$ cat src/sv/ogru_pkg.sv
// Types, constants and codes of the occupancy grid ray update block.
package ogru_pkg;

  localparam int CoordW      = 10;
  localparam int LevelW      = 6;
  localparam int ClassW      = 2;
  localparam int ErrW        = 13;
  localparam int CfgIdxW     = 3;
  localparam int CfgDataW    = 6;
  localparam int GridSizeDef = 1024;

  localparam logic [CfgIdxW-1:0] CFG_HIT_STEP    = 3'd0;
  localparam logic [CfgIdxW-1:0] CFG_MISS_STEP   = 3'd1;
  localparam logic [CfgIdxW-1:0] CFG_LEVEL_LIMIT = 3'd2;
  localparam logic [CfgIdxW-1:0] CFG_OCC_THR     = 3'd3;
  localparam logic [CfgIdxW-1:0] CFG_FREE_THR    = 3'd4;

  localparam logic OP_TRACE = 1'b0;
  localparam logic OP_READ  = 1'b1;

  typedef enum logic [ClassW-1:0] {
    CLASS_OCCUPIED = 2'd0,
    CLASS_FREE     = 2'd1,
    CLASS_UNKNOWN  = 2'd2
  } cell_class_e;

  typedef struct packed {
    logic              operation;
    logic [CoordW-1:0] start_x;
    logic [CoordW-1:0] start_y;
    logic [CoordW-1:0] target_x;
    logic [CoordW-1:0] target_y;
    logic              hit;
  } in_word_t;

  typedef struct packed {
    logic signed [LevelW-1:0] cell_level;
    logic [ClassW-1:0]        cell_class;
  } out_word_t;

  typedef struct packed {
    logic [3:0]               hit_step;
    logic [3:0]               miss_step;
    logic [4:0]               level_limit;
    logic signed [LevelW-1:0] occ_thr;
    logic signed [LevelW-1:0] free_thr;
  } cfg_t;

  typedef struct packed {
    logic              is_read;
    logic [CoordW-1:0] x0;
    logic [CoordW-1:0] y0;
    logic [CoordW-1:0] x1;
    logic [CoordW-1:0] y1;
    logic              hit;
    logic [CoordW-1:0] dx;
    logic [CoordW-1:0] dy;
    logic              x_neg;
    logic              y_neg;
  } cmd_t;

  typedef struct packed {
    logic pop;
    logic clearing;
  } back_stat_t;

endpackage

$ cat src/sv/ogru_front.sv
// Front end: accepts words, classifies them into commands and queues them.
module ogru_front (
  input  logic              clk_i,
  input  logic              rst_ni,
  input  logic              push,
  output logic              full,
  input  ogru_pkg::in_word_t in_word_i,
  input  ogru_pkg::back_stat_t stat_i,
  output logic              cmd_valid_o,
  output ogru_pkg::cmd_t    cmd_o
);
  import ogru_pkg::*;

  cmd_t       ent_q [2];
  logic       wptr_q, wptr_d, rptr_q, rptr_d;
  logic [1:0] cnt_q, cnt_d;
  logic       acc, pop_en;
  cmd_t       cmd_new;

  always_comb begin
    cmd_new.is_read = (in_word_i.operation == OP_READ);
    cmd_new.x0      = in_word_i.start_x;
    cmd_new.y0      = in_word_i.start_y;
    cmd_new.x1      = in_word_i.target_x;
    cmd_new.y1      = in_word_i.target_y;
    cmd_new.hit     = in_word_i.hit;
    cmd_new.x_neg   = !(in_word_i.start_x < in_word_i.target_x);
    cmd_new.y_neg   = !(in_word_i.start_y < in_word_i.target_y);
    cmd_new.dx      = cmd_new.x_neg ? in_word_i.start_x - in_word_i.target_x
                                    : in_word_i.target_x - in_word_i.start_x;
    cmd_new.dy      = cmd_new.y_neg ? in_word_i.start_y - in_word_i.target_y
                                    : in_word_i.target_y - in_word_i.start_y;
  end

  assign full        = (cnt_q == 2'd2) || stat_i.clearing;
  assign acc         = push && !full;
  assign cmd_valid_o = (cnt_q != 2'd0);
  assign cmd_o       = ent_q[rptr_q];
  assign pop_en      = stat_i.pop && cmd_valid_o;

  always_comb begin
    wptr_d = wptr_q ^ acc;
    rptr_d = rptr_q ^ pop_en;
    cnt_d  = cnt_q + {1'b0, acc} - {1'b0, pop_en};
  end

  always_ff @(posedge clk_i) begin
    if (acc) begin
      ent_q[wptr_q] <= cmd_new;
    end
  end

  always_ff @(posedge clk_i or negedge rst_ni) begin
    if (!rst_ni) begin
      wptr_q <= 1'b0;
      rptr_q <= 1'b0;
      cnt_q  <= 2'd0;
    end else begin
      wptr_q <= wptr_d;
      rptr_q <= rptr_d;
      cnt_q  <= cnt_d;
    end
  end

endmodule

$ cat config.mk
export PLATFORM = sky130hd
export DESIGN_NAME = ogru_front
export DESIGN_NICKNAME = d
export VERILOG_FILES = /design/src/sv/ogru_pkg.sv /design/src/sv/ogru_front.sv
export SDC_FILE = /design/constraint.sdc
export NUM_CORES = 1
export LEC_CHECK = 0
export BUFFER_PORTS_ARGS = -buffer_cell sky130_fd_sc_hd__buf_4
export CAP_MARGIN = 20
export CORE_ASPECT_RATIO = 2
export CORE_MARGIN = 3
export CORE_UTILIZATION = 49
export CTS_CLUSTER_SIZE = 10
export DETAILED_ROUTE_END_ITERATION = 16
export GPL_ROUTABILITY_DRIVEN = 0
export GPL_TIMING_DRIVEN = 0
export PLACE_DENSITY = 0.68
export SYNTH_ARGS = -nofsm -noshare
export SYNTH_HDL_FRONTEND = slang
export SYNTH_SLANG_ARGS = --single-unit
$ cat constraint.sdc
create_clock -name clk_i -period 3.41 [get_ports clk_i]
set_input_delay 0.682 -clock clk_i [delete_from_list [all_inputs] [get_ports clk_i]]
set_output_delay 0.682 -clock clk_i [all_outputs]
set_load 0.02 [all_outputs]
# Word level (Yosys, flattened, before mapping)
# Memories as Yosys holds them, arrays and structs flattened.
# Index checks and enable logic that the tools add are counted.
[totals] ff_bits=4 latchBits=0 ram_bits=128 romBits=0 input_bits=47 output_inout_bits=66 word_cells=26 mem_count=1
[op_classes] addsub=6 multipliers=0 n_div=0 n_lt_le_gt_ge=2 n_eq_ne=1 shifts=0 n_mux=4 bitwise_logic=2 n_reduce_logical=7
[mem_list] memory="ent_q" words=2 width=64 read_ports=1 rd_ports_with_merged_regs=0 write_ports=1 line="ogru_front.sv:14" text="cmd_t ent_q [2];"
[ops] operator="subtractor 10 bit" count=4
[ops] operator="< comparator 10 bit" count=2
[ops] operator="two-way mux 10 bit" count=2
[ops] operator="logical NOT 1 bit" count=3
[ops] operator="adder 2 x 1 -> 2 bit" count=1
[ops] operator="== test 2 bit, second input constant" count=1
[ops] operator="logical AND 1 bit" count=2
[ops] operator="two-way mux 1 bit" count=2
[ops] operator="nonzero test 2 bit" count=1
[ops] operator="subtractor 2 x 1 -> 2 bit" count=1
[ops] operator="XOR 1 bit" count=2
[ops] operator="logical OR 1 bit" count=1

# Depth between registers and ports, before layout
[logic_depth] ltp_word=6 ltp_mapped=10

# Worst setup path after synthesis
# No wires, ideal clock.
[synth_timing] kind="input -> register" from="input port stat_i[0] in the netlist's numbering" to="memory ent_q[1][0] in the netlist's numbering, enable pin" setup_time_ps=429 arrival_time_ps=2531 setup_slack_ps=450 path_stages=4 path_buffers=0 path_cell_list="a21oi_1 nand2_1 inv_1 ha_1"
[synth_via] elab_chain_len=5
[synth_lines] item="from (decl)" line="ogru_front.sv:8" text="input ogru_pkg::back_stat_t stat_i,"
[synth_lines] item="logical OR 1 bit" line="ogru_front.sv:35" text="assign full = (cnt_q == 2'd2) || stat_i.clearing;"
[synth_lines] item="logical NOT 1 bit" line="ogru_front.sv:36" text="assign acc = push && !full;"
[synth_lines] item="logical AND 1 bit" line="ogru_front.sv:36"
[synth_lines] item="two-way mux 1 bit" line="ogru_front.sv:48" text="if (acc) begin"
[synth_lines] item="two-way mux 1 bit (not written as such)" line="ogru_front.sv:49" text="ent_q[wptr_q] <= cmd_new;"
[synth_lines] item="to (decl)" line="ogru_front.sv:14"
# No other way between the ends.

==> impl_metrics.ini <==
[outcome]
status = complete, but fails checks
violations = DRC

[yosys]
yosysMostFrequentCell = edfxtp_1
synth_cell_types = 43
synth_top_family_by_area = multiplexers
syn_avg_cell_area_um2 = 14.4
synth-compound-area-share_pct = 6.96
yosys_warnings = 0
synth_nets = 546
syn_inst = 453
async_flop_share_pct = 3.03
synth_top_area_cell = edfxtp_1
synth-seq-cells = 132
synth-adder-area-share_pct = 9.28
synth-edff-count = 128
yosys-top-cells-area = edfxtp_1 59%, mux2_2 11%, ha_1 8.1%
synth-simple-area-share_pct = 3.24
yosysSeqAreaShare_pct = 60.4
synth_xor_area_share_pct = 2.55
syn_area_um2 = 6530
muxShareOfSynthArea_pct = 13.3
ys.flop_type = edfxtp_1
synthTopCellsByCount = 128 x edfxtp_1, 64 x mux2_2, 54 x inv_1
synth_top_cell_area_share_pct = 58.9

[global_route]
grt_pass1_wl_um = 21700
antenna_found_initial = 0
overflow = 0
track_usage_pct = 19.7
grt_max_degree = 51
grt_pass1_vias = 4413

[clock_tree]
postCtsSetupRepairBufs = 0
htree_levels = 4
cts_tree = built
clk_latency_ns = 0.41
cts_hold_buf = 0
clock_path_buffers = 2
cts_buffers = 17
clkSinkCount = 132
clk_pin_slew_ns = 0.06
cts_resized = 0
cts-root-buf = clkbuf_16

[power]
vdd_drop_max_v = 0.000791
p_leak_uw = 0.00342
p_per_area_nw_per_um2 = 728

[timing]
fin_crit_ns = 2.78
fin_crit_sh_pct = 81.6
clock.fmax_ghz = 0.360
layout_setup_ws_ns = 0.629
finClkSkew_ns = 0.00835
rsz0062_at_grt = false
relSlewSlack_pct = 46.7
setup_viol = 0
final-max-slew-violation-count = 0
finalHoldViolCount = 0
worstMarginPinSlew_ns = 0.799

[floorplanning]
io_pins = 113
coreArea_um2 = 13000
die_x_um = 87.6
start_util_pct = 50.2
die_height_um = 169
dieArea_um2 = 14800
rows = 59

[worst_setup_path]
critPathKind = flip-flop to primary output
slowest_stage = buf_2
critPathMaxStageDelay_ns = 0.42
cpLargestDelayFamily = buffers and inverters
cp.arrival_ns = 2.10
rr_endpoint = ent_q[1][47]
critPathMaxFanout = 10
reg2reg_depth = 6
reg2reg_slack_ns = 1.46
r2r_start = cnt_q[0]
cp_cell_sequence = clkbuf_1 > buf_2 > mux2_2 > buf_4
required_ns = 2.73
path_buf_inv = 3
cp.depth = 4
crit_path_end_kind = primary output
critPathLaunchType = flip-flop

[cells_and_area]
drive_gt1_share_pct = 38.1
seqCellArea_um2 = 3940
multi_input_area_um2 = 2330
fillers = 995
insertedDiodeCount = 0
fin_area_um2 = 8210
fin_nets = 679
syn_to_final_growth_pct = 25.8

[route]
first_iter_violations = 191
routedWlPerCell_um = 18.5
ant_nets = 0
maxUsedRoutingLayer = met4
via_count = 4049
met1_length_um = 4480
route.final.wire_length_um = 13900
drc = 1
wl_met2_um = 8380
via_per_inst = 5.39
met3RoutedLength_um = 619
dr.pass1.iters = 10

[placement]
dp_hpwl_um = 10100
io_buffers = 112
placed_cell_area_um2 = 7630
pre_cts_ws_ns = 0.597

[min_path]
hold_class = input pin to async pin

[job]
max_cap_violations = 0
==> power breakdown <==
group	leakage, uW	internal (uW)	switching, uW
Clock	0.000278	1080	708
Combinational	0.00193	922	1150
Sequential	0.00122	2070	55.7
==> worst max path at each step <==
| stage | startpoint | end | slack, ns |
|---|---|---|---|
| finish | rptr_q | cmd_o[34] | 0.63 |
| global route | rptr_q | cmd_o[34] | 0.47 |
| CTS | rptr_q | cmd_o[34] | 0.56 |
| detailed placement | in_word_i[1] | ent_q[1][10] | 0.60 |
| global placement | stat_i[0] | ent_q[1][28] | -0.67 |
| floorplan | stat_i[0] | ent_q[1][0] | 0.45 |
==> metal layers <==
metal  global-route usage (%)  vias to the layer above
met2                     38.1                      123
met4                     9.82                        0
met3                     4.71                       29
met5                        0                        -
li1                         -                     1923
met1                     18.2                     1974
==> cells in the final DEF, fill, tap and decap left out, drive strengths merged, types with 6 or more instances in the layout <==
cell type,synthesis,layout
edfxtp,128,128
buf,11,125
mux2,64,64
inv,54,58
ha,42,42
a21oi,22,22
clkbuf,3,20
mux2i,15,15
o21ai,15,15
xor2,11,11
a21o,9,9
nand2,8,8
xnor2,8,8
nor2b,7,7
nor2,6,6
nand2b,6,6
clkinv,0,6
==> area by class of cell <==
type,count,share of cell area [%]
Inverter,54,2.47
Sequential cell,132,48.0
Buffer,14,0.869
Multi-Input combinational cell,253,28.4
Clock buffer,17,5.18
Timing Repair Buffer,114,10.8
Clock inverter,15,1.87
Tap cell,152,2.32
==> registers in the layout, summed over array words and instances, names as in the netlist <==
register / cells
cnt_q: 2
ent_q: 128
rptr_q: 1
wptr_q: 1
==> metrics by stage <==
stage               instances  hold WS [ns]  total power [uW]  util [%]  TNS, ns
floorplan                 453         0.386              3440         -        0
global placement          717         0.480              4200      58.2   -84.22
detailed placement        719         0.481              4260      58.7        0
CTS                       751        0.0351              6060      63.2        0
global route              751        0.0338              6270      63.2        0
finish                    751        0.0513              5980      63.2        0
==> kinds of logic (layout without fill, tap and decap cells) <==
kind of cell | after synthesis | after routing
AOI/OAI and AO/OA | 70 | 70
xor gates and xnor gates | 19 | 19
adders and majority gates | 46 | 46
buffers and inverters | 68 | 214
DFF | 132 | 132
muxes | 79 | 79
and+or+nand+nor | 39 | 39
No activity file was read; power rests on OpenSTA's default activity.
